File: config.mk
export PLATFORM = sky130hd
export DESIGN_NAME = pkvt_ram
export DESIGN_NICKNAME = d
export VERILOG_FILES = /design/src/pkvt_ram.sv
export SDC_FILE = /design/constraint.sdc
export NUM_CORES = 1
export LEC_CHECK = 0
export CAP_MARGIN = 20
export CORE_UTILIZATION = 45
export DETAILED_ROUTE_END_ITERATION = 6
export DONT_BUFFER_PORTS = 1
export SLEW_MARGIN = 20
export SYNTH_ARGS = -nofsm -noshare
export SYNTH_HDL_FRONTEND = slang
export SYNTH_SLANG_ARGS = --single-unit
File: constraint.sdc
create_clock -name clk_i -period 2.5 [get_ports clk_i]
set_input_delay 0.125 -clock clk_i [delete_from_list [all_inputs] [get_ports clk_i]]
set_output_delay 0.125 -clock clk_i [all_outputs]
set_load 0.02 [all_outputs]
File: src/pkvt_ram.sv
// Single-port-write, single-port-read RAM with a registered read.
// Depends on nothing; used for the entry store and the fill counts.
module pkvt_ram #(
  parameter int unsigned WIDTH = 8,
  parameter int unsigned DEPTH = 2,
  localparam int unsigned AW = (DEPTH > 1) ? $clog2(DEPTH) : 1
) (
  input  logic             clk_i,
  input  logic             we_i,
  input  logic [AW-1:0]    waddr_i,
  input  logic [WIDTH-1:0] wdata_i,
  input  logic             re_i,
  input  logic [AW-1:0]    raddr_i,
  output logic [WIDTH-1:0] rdata_o
);

  logic [WIDTH-1:0] mem_q [DEPTH];
  logic [WIDTH-1:0] rdata_q;

  always_ff @(posedge clk_i) begin
    if (we_i) begin
      mem_q[waddr_i] <= wdata_i;
    end
  end

  always_ff @(posedge clk_i) begin
    if (re_i) begin
      rdata_q <= mem_q[raddr_i];
    end
  end

  assign rdata_o = rdata_q;

endmodule

Yosys cells after proc, flatten, opt, wreduce, memory -nomap -nowiden
Memory sizes are Yosys's and may differ from the RTL's. A register that Yosys moved wholly into a read port is not among the register bits.
Cells that the tools add are included.
- flip-flop bits (word level): 0
- bits in writable memories: 16
- bits of input ports: 13
- word-level logic and storage cells: 3
- memories: 1
- mux-type cells: 2
- memory list (name ; words ; bits a word ; read ports ; clocked after memory_dff ; wr ports ; line ; source):
    mem_q ; 2 ; 8 ; 1 ; 1 ; 1 ; 17 ; logic [WIDTH-1:0] mem_q [DEPTH];
- operators by type and width (cell ; number):
    1-bit 2-to-1 mux ; 2

Logic depth before layout (Yosys ltp)
Gate-level depths: netlist (run 1).
- word-level depth: 2
- mapped depth: 2

Worst setup path after synthesis (run 1)
OpenSTA, ideal clock, no wires.
- path type: input port to flip-flop
- start: input port we_i
- end: memory mem_q[0][0] (enable)
- arrival time: 0.545 ns
- data required time: 2.127 ns
- setup slack: 1.582 ns
- cell stages on the path: 1
- path buffers: 0
- cells stage by stage: nor2b_1
- longest elaborated chain between the ends: 2
- RTL lines (what ; line ; source):
    start, declared ; 9 ; input logic we_i,
    1-bit 2-to-1 mux ; 21 ; if (we_i) begin
    1-bit 2-to-1 mux (not written as such) ; 22 ; mem_q[waddr_i] <= wdata_i;
    end, declared ; 17 ;
Every way passes these cells.

Worst setup path after layout (run 1)
- start: register rdata_q[0], in the netlist rdata_o[0], read port of mem_q
- end: output port rdata_o[0]
- RTL lines (what ; line ; source):
    start, declared ; 18 ; logic [WIDTH-1:0] rdata_q;
    end, declared ; 14 ; output logic [WIDTH-1:0] rdata_o
No word-level cell between the ends.

==> results.cfg, run 1 <==
[status]
outcome = completed

[detailed_routing]
drt.antenna.violating_nets = 0
initialDrtViolationCount = 1
dr.max_layer_used = met3
via_count = 334
routed-wl-met2_um = 476
dr_wl_met3_um = 71
detail_route.wirelength.met1_um = 402
drt_drc_violations_left = 0
avgViaCountPerCell = 4.64
routed_wire_length_per_instance_um = 13.2
drt-total-wl_um = 950
drt_first_pass_iters = 2

[setup_path]
crit_cells = 0
startpoint_of_the_worst_setup_timing_path = rdata_o[0]$_DFFE_PP_
r2r_start = mem_q[0][0]$_DFFE_PP_
required_arrival_time_at_the_worst_endpoint_ps = 2380
reg2reg_setup_slack_ps = 1600
arrival_ps = 800
worst-setup-path-type = reg2out
worst_setup_path_start_kind = register
timing.critical_path.fanout_max = 1
worst_r2r_path_depth = 1
setup.worst_path.end_class = output port

[logic_synthesis]
synth_sequential_area_ratio = 0.834
synth.largest_area_cell = sky130_fd_sc_hd__edfxtp_1
netlist_area_um2 = 865
ys_dominant_reg_cell = sky130_fd_sc_hd__edfxtp_1
synthArstFlopShare = 0
leading_cell_types_by_count_after_synthesis = 24 x sky130_fd_sc_hd__edfxtp_1, 8 x sky130_fd_sc_hd__mux2_4, 1 x sky130_fd_sc_hd__and2_1, 1 x sky130_fd_sc_hd__buf_6, 1 x sky130_fd_sc_hd__nor2b_1
avgSynthCellArea_um2 = 24.7
most_common_cell_in_the_netlist = sky130_fd_sc_hd__edfxtp_1
post-synth-top-area-fraction = 0.834
post_synth_num_cell_types = 5
number_of_enable_flip_flop_cells_after_synthesis = 24
synth.net_count = 48
syn-instance-count = 35
netlist_top_cells_area = sky130_fd_sc_hd__edfxtp_1 83%, sky130_fd_sc_hd__mux2_4 14%, sky130_fd_sc_hd__buf_6 1.3%
synth_seq_cells = 24
synth.yosys.warnings = 0

[clocking]
tritoncts.num_buffers = 3
clock_tree.root_cell = sky130_fd_sc_hd__clkbuf_4
max-clock-path-buffers = 2
clk_pin_slew_worst_paths_ps = 120
cts_tree = built
cts.sinks = 24
max_h_tree_level = 1
clkLatencyLatePin_ps = 300

[global_route]
number_of_antenna_violations_at_the_first_check_in_global_routing = 0
first_global_vias = 353
grt.overflow.total = 0
grt_max_degree = 15
grt.total_usage = 0.103
grt_pass1_wl_mm = 1.46

[floorplanning]
floorplan.initialDensity = 0.490
die_x_um = 45.8
fp.dieArea_um2 = 2100
standard_cell_rows = 15
core_region_area_um2 = 1760
die_h_um = 45.8
io_pins = 21

[layout]
finalNonFillerCells = 72
finalNetCount = 61
antenna_cells = 0
finalCoreUtilization = 0.582
synthToLayoutAreaGrowth_pct = 18.8
nFillCells = 153
proportion_of_layout_cells_with_a_drive_suffix_above_1 = 0.255

[hold_path]
hold_start = raddr_i
whs_path_depth = 1
timing.hold.worst.class = in2reg

[flow_run]
total_of_max_cap_violations = 0

[timing]
period_share = 0.370
unrepaired_setup_endpoints_after_global_routing = no
number_of_pins_with_negative_max_slew_slack_in_the_final_report = 0
timing.setup.tns_ps = 0
maxSlewHeadroom = 0.566
whs_ps = 43.9
fin_crit_ps = 924
report.final.hold_viol_count = 0
worst_clock_skew_ps = 6.54
worst_slew_pin_slew_ps = 650
fmax_mhz = 1080
setup_violations = 0

[placed_design]
dpl.cell_count = 59
globalplace.congestion = 0.657
count_of_buffers_from_port_buffering = 0

[pwr]
total_power_uw = 803
leakagePower_nw = 0.365
peakVddDrop_mv = 0.490
total_power_density_per_cell_area_nw_per_um2 = 781
[final timing paths]
path,to
worst min register to register,rdata_o[4]$_DFFE_PP_
worst max-delay path,rdata_o[0]
worst max register to register,rdata_o[0]$_DFFE_PP_
worst min-delay path,rdata_o[5]$_DFFE_PP_
[through the flow]
stage,instance area (um2),setup slack [ps]
6_report,1030,1580
5_1_grt,1030,1530
4_1_cts,1030,1570
3_5_place_dp,885,1450
3_3_place_gp,885,1540
2_1_floorplan,865,1580
[layout by cell type, fill, tap and decap left out, drive strengths merged]
master	count
mux2	8
edfxtp	24
dlygate4sd3	9
nor2b	1
clkbuf	3
and2	1
bufinv	1
[logic make-up after synthesis]
family / after synthesis / synth area share
flip-flops: 24 / 0.834
multiplexers: 8 / 0.139
AND/OR/NAND/NOR: 2 / 0.0145
buffers and inverters: 1 / 0.0130
[flip-flops by register name, summed over array words and instances, names as in the netlist]
signal / cells
mem_q: 16
rdata_o: 8
[power breakdown]
group          total (mW)  leakage (nW)  internal (mW)  switching, mW
Combinational      0.0404         0.108         0.0276         0.0128
Sequential          0.496         0.228          0.476         0.0201
Clock               0.266        0.0279          0.162          0.104
[final cells by class]
cell class / instances / area [um2] / area share
flip-flops and latches: 24 / 721 / 0.702
multi-input cells: 10 / 133 / 0.129
repair buffers: 9 / 90.1 / 0.0877
well taps: 25 / 31.3 / 0.0305
clock inverters: 1 / 30.0 / 0.0292
clock buffers: 3 / 22.5 / 0.0219
[timing repair]
item / in CTS / in global routing
buffers inserted: 0 / 0
gates resized for setup: 0 / 0
hold buffers: 9 / 0
endpoints found under the hold margin: 24 / 0
[routing by layer]
| layer | up-vias | GRT usage |
|---|---|---|
| li1 | 162 | - |
| met1 | 150 | 0.122 |
| met2 | 22 | 0.177 |
| met3 | 0 | 0.0317 |
| met4 | 0 | 0.0353 |
| met5 | - | 0 |
No activity file was read; power rests on OpenSTA's default activity.
==> inputs of run 2 (changes only) <==
==> constraint.sdc (replaced) <==
create_clock -name clk_i -period 0.8 [get_ports clk_i]
set_input_delay 0.04 -clock clk_i [delete_from_list [all_inputs] [get_ports clk_i]]
set_output_delay 0.04 -clock clk_i [all_outputs]
set_load 0.02 [all_outputs]
==> run 2 against run 1 <==
Net effect: the run now ends with hold timing, setup timing left; die area did not move; combinational power rose to 3.2 times the previous value; sequential cell count did not move.
==> results.cfg, run 2 (same netlist as run 1, synthesis figures left out) <==
[status]
outcome = complete, but fails checks
failed_checks = hold timing, setup timing

[detailed_routing]
detail_route.wirelength.met1_um = 398
dr.max_layer_used = met3
initialDrtViolationCount = 2
drt_drc_violations_left = 0
via_count = 322
drt.antenna.violating_nets = 0
drt-total-wl_um = 886
avgViaCountPerCell = 4.47
routed_wire_length_per_instance_um = 12.3
routed-wl-met2_um = 438
dr_wl_met3_um = 50
drt_first_pass_iters = 2

[timing]
unrepaired_setup_endpoints_after_global_routing = yes
worst_slew_pin_slew_ps = 402
setup_violations = 16
period_share = 1.11
fmax_mhz = 1130
timing.setup.tns_ps = -857
report.final.hold_viol_count = 16
maxSlewHeadroom = 0.731
whs_ps = -31.4
fin_crit_ps = 886
worst_clock_skew_ps = 1.60
post-route-worst-setup-slack_ps = -86.4
number_of_pins_with_negative_max_slew_slack_in_the_final_report = 0

[setup_path]
setup.worst_path.end_class = register
worstPathCellList = mux2_4
critPathTopFamily = flip-flops
worst-setup-path-type = reg2reg
cp_slowest_stage_delay_ps = 390
worst_setup_path_start_kind = register
timing.critical_path.fanout_max = 1
required_arrival_time_at_the_worst_endpoint_ps = 850
critical-path-slowest-cell = sky130_fd_sc_hd__edfxtp_1
arrival_ps = 940
timing.critical_path.buf_inv = 0

[layout]
regArea_um2 = 721
most_frequent_cells_in_the_layout = 24 x sky130_fd_sc_hd__edfxtp_1, 8 x sky130_fd_sc_hd__mux2_4, 8 x sky130_fd_sc_hd__dlygate4sd3_1, 3 x sky130_fd_sc_hd__clkbuf_4
nFillCells = 151
finalNetCount = 61
antenna_cells = 0
largest_register_ff_count = 16
multi_input_comb_area_um2 = 135
finalCoreUtilization = 0.570
registers.top_by_ff_count = mem_q
layout.cells.most_common = sky130_fd_sc_hd__edfxtp_1
proportion_of_layout_cells_with_a_drive_suffix_above_1 = 0.255
synthToLayoutAreaGrowth_pct = 16.4

[floorplanning]
core_region_area_um2 = 1760
standard_cell_rows = 15
die_x_um = 45.8
io_pins = 21
floorplan.initialDensity = 0.490
fp.dieArea_um2 = 2100
die_h_um = 45.8

[global_route]
grt_max_degree = 14
first_global_vias = 334
grt.total_usage = 0.0941
grt.overflow.total = 0
number_of_antenna_violations_at_the_first_check_in_global_routing = 0
grt_pass1_wl_mm = 1.33

[clocking]
cts_hold_buf = 9
clkLatencyLatePin_ps = 290
tritoncts.num_buffers = 3
cts_tree = built
clk_pin_slew_worst_paths_ps = 110
max_h_tree_level = 1
cts.sinks = 24
max-clock-path-buffers = 2
clock_tree.root_cell = sky130_fd_sc_hd__clkbuf_4

[placed_design]
count_of_buffers_from_port_buffering = 0
dpl_worst_slack_ps = -80.7
globalplace.congestion = 0.652

[hold_path]
timing.hold.worst.class = in2reg

[pwr]
leakagePower_nw = 0.362
peakVddDrop_mv = 1.24
total_power_density_per_cell_area_nw_per_um2 = 2150
total_power_mw = 2.16

[flow_run]
total_of_max_cap_violations = 0
run 2: layout make-up:
| cell class | instances | share of cell area |
|---|---|---|
| flip-flops and latches | 24 | 0.716 |
| multi-input cells | 10 | 0.134 |
| repair buffers | 9 | 0.0920 |
| well taps | 25 | 0.0311 |
| clock buffers | 3 | 0.0224 |
| clock inverters | 1 | 0.00373 |
run 2: routing by layer:
layer | vias up | global-route usage
met4 | 0 | 0.0353
li1 | 161 | -
met1 | 143 | 0.0965
met3 | 0 | 0.0278
met2 | 18 | 0.177
met5 | - | 0
run 2: path summary, 6_finish.rpt:
path,startpoint,end,slack [ps],depth (start not counted)
setup / recovery,mem_q[1][0]$_DFFE_PP_,rdata_o[0]$_DFFE_PP_,-90,1
hold / removal,raddr_i,rdata_o[1]$_DFFE_PP_,-30,1
setup reg to reg,mem_q[1][0]$_DFFE_PP_,rdata_o[0]$_DFFE_PP_,-90,1
hold reg to reg,mem_q[0][1]$_DFFE_PP_,rdata_o[1]$_DFFE_PP_,560,1
run 2: power breakdown:
group	total, mW	internal, mW	leakage, nW	switching, mW
Sequential	1.55	1.49	0.228	0.0609
Clock	0.486	0.181	0.0154	0.305
Combinational	0.128	0.0878	0.118	0.0398
run 2: what timing repair did:
item                       in CTS  in global routing
setup buffers                   0                  0
hold endpoints to repair       40                 16
resized for setup               0                  1
setup endpoints to repair      16                 20
run 2: through the flow:
step / std cells / area (um2)
floorplan: 35 / 867
CTS: 72 / 1000
finish: 72 / 1010
global route: 72 / 1010
detailed placement: 59 / 887
global placement: 59 / 887
==> inputs of run 3 (changes only) <==
--- a/config.mk
+++ b/config.mk
@@ -5,6 +5,7 @@
 export SDC_FILE = /design/constraint.sdc
 export NUM_CORES = 1
 export LEC_CHECK = 0
+export ABC_AREA = 1
 export CAP_MARGIN = 20
 export CORE_UTILIZATION = 45
 export DETAILED_ROUTE_END_ITERATION = 6
==> run 3 against run 2 <==
Net effect: the run ends with setup timing left; synthesized cell count rose by 54%; first-iteration DRC count rose to 4.5 times the previous value; critical path depth fell by 1; total power rose by 16%; sequential power barely moved; setup slack improved by 45 ps; global-route usage rose by 1.8 points; sequential share of layout area fell by 1.4 points; sequential cell count did not move; worst hold slack improved by 68 ps; final cell count rose by 29%; via count rose by 26%; critical endpoint is now rdata_o[5]; largest cell class unchanged.
==> results.cfg, run 3 <==
[status]
outcome = complete, but fails checks
failed_checks = setup timing

[timing]
worst_slew_pin_slew_ps = 320
fin_crit_ps = 841
period_share = 1.05
maxSlewHeadroom = 0.787
setup_violations = 8
post-route-worst-setup-slack_ps = -41.4
fmax_mhz = 1190
number_of_pins_with_negative_max_slew_slack_in_the_final_report = 0
worst_clock_skew_ps = 6.33
report.final.hold_viol_count = 0
unrepaired_setup_endpoints_after_global_routing = yes

[logic_synthesis]
post-synth-top-area-fraction = 0.857
number_of_enable_flip_flop_cells_after_synthesis = 24
syn-instance-count = 54
post_synth_num_cell_types = 6
synth.largest_area_cell = sky130_fd_sc_hd__edfxtp_1
netlist_top_cells_area = sky130_fd_sc_hd__edfxtp_1 86%, sky130_fd_sc_hd__nand2_1 11%, sky130_fd_sc_hd__buf_6 1.3%
avgSynthCellArea_um2 = 15.6
ys_dominant_reg_cell = sky130_fd_sc_hd__edfxtp_1
synth_seq_cells = 24
leading_cell_types_by_count_after_synthesis = 25 x sky130_fd_sc_hd__nand2_1, 24 x sky130_fd_sc_hd__edfxtp_1, 2 x sky130_fd_sc_hd__inv_1
synth_sequential_area_ratio = 0.857
synth.net_count = 67
netlist_area_um2 = 841
most_common_cell_in_the_netlist = sky130_fd_sc_hd__nand2_1
synthArstFlopShare = 0
synth.yosys.warnings = 0

[hold_path]
timing.hold.worst.class = in2reg

[global_route]
number_of_antenna_violations_at_the_first_check_in_global_routing = 0
first_global_vias = 333
grt_pass1_wl_mm = 1.48
grt.total_usage = 0.112
grt.overflow.total = 0
grt_max_degree = 15

[floorplanning]
die_x_um = 45.2
floorplan.initialDensity = 0.482
standard_cell_rows = 15
fp.dieArea_um2 = 2050
io_pins = 21
core_region_area_um2 = 1750
die_h_um = 45.2

[detailed_routing]
drt.antenna.violating_nets = 0
routed-wl-met2_um = 485
dr.max_layer_used = met4
initialDrtViolationCount = 9
routed_wire_length_per_instance_um = 10.7
drt-total-wl_um = 991
detail_route.wirelength.met1_um = 454
drt_drc_violations_left = 0
avgViaCountPerCell = 4.38
via_count = 407
dr_wl_met3_um = 40
drt_first_pass_iters = 4

[pwr]
leakagePower_nw = 0.414
peakVddDrop_mv = 1.83
total_power_mw = 2.50
total_power_density_per_cell_area_nw_per_um2 = 2430

[layout]
largest_register_ff_count = 16
synthToLayoutAreaGrowth_pct = 22.0
layout.cells.most_common = sky130_fd_sc_hd__nand2_1
most_frequent_cells_in_the_layout = 25 x sky130_fd_sc_hd__nand2_1, 24 x sky130_fd_sc_hd__edfxtp_1, 8 x sky130_fd_sc_hd__dlygate4sd3_1, 3 x sky130_fd_sc_hd__clkbuf_4
finalNetCount = 82
antenna_cells = 0
registers.top_by_ff_count = mem_q
proportion_of_layout_cells_with_a_drive_suffix_above_1 = 0.0882
finalCoreUtilization = 0.588

[clocking]
cts.sinks = 24
max_h_tree_level = 1
clk_pin_slew_worst_paths_ps = 120
cts_tree = built
max-clock-path-buffers = 2
clkLatencyLatePin_ps = 300
tritoncts.num_buffers = 3
clock_tree.root_cell = sky130_fd_sc_hd__clkbuf_4
cts_setup_buffers = 0

[setup_path]
setup.worst_path.end_class = output port
timing.critical_path.fanout_max = 1
arrival_ps = 800
worst-setup-path-type = reg2out
reg2reg_setup_slack_ps = 60
required_arrival_time_at_the_worst_endpoint_ps = 760
worst_setup_path_start_kind = register

[placed_design]
count_of_buffers_from_port_buffering = 0
globalplace.congestion = 0.609

[flow_run]
total_of_max_cap_violations = 0
[run 3: tightest hold or removal path, stage by stage]
cell and delay, ps:
sky130_fd_sc_hd__inv_2 50, sky130_fd_sc_hd__nand2_1 60, sky130_fd_sc_hd__nand2_1 40
[run 3: final timing paths]
check                                            from              endpoint  cells after the start
worst max register to register  mem_q[0][5]$_DFFE_PP_  rdata_o[5]$_DFFE_PP_                      2
worst min register to register  mem_q[0][6]$_DFFE_PP_  rdata_o[6]$_DFFE_PP_                      2
worst max-delay path             rdata_o[5]$_DFFE_PP_            rdata_o[5]                      0
worst min-delay path                          raddr_i  rdata_o[6]$_DFFE_PP_                      3
[run 3: cell families (layout without fill, tap and decap cells)]
group / Yosys count / in the layout / share of synthesized area
and+or+nand+nor: 26 / 26 / 0.116
buffers and inverters: 4 / 18 / 0.0268
DFF: 24 / 24 / 0.857
[run 3: area by class of cell]
cell class                      instances  area (um2)
Multi-Input combinational cell         26        97.6
Tap cell                               25        31.3
Clock buffer                            3        22.5
Fill cell                             150         719
Inverter                                3        11.3
Timing Repair Buffer                   11         113
Clock inverter                          1        30.0
Sequential cell                        24         721
[run 3: where the power goes]
part           total (mW)  switching [mW]  internal [mW]
combinational       0.121          0.0648         0.0560
sequential           1.54          0.0567           1.48
clock               0.835           0.329          0.506
[run 3: layer usage]
metal | vias up | global-route usage
met1 | 176 | 0.143
met3 | 2 | 0.0240
met2 | 17 | 0.165
li1 | 212 | -
met5 | - | 0
met4 | 0 | 0.0909
[run 3: what timing repair did]
item / in CTS / in global routing
pin swaps: 0 / 0
resized for setup: 0 / 2
hold buffers: 10 / 0
endpoints found under the setup margin: 8 / 20
endpoints found under the hold margin: 32 / 0
[run 3: metrics by stage]
step	instance area (um2)	setup TNS (ps)	worst slack (ps)	hold WS [ps]	cells
final	1030	-291	-41.4	36.6	93
after global routing	1030	-578	-87.2	41.1	93
after CTS	1020	-386	-53.4	29.9	93
after detailed placement	868	0	71.2	139	79
after global placement	868	0	77.9	139	79
after floorplan	841	0	0.0986	139	54
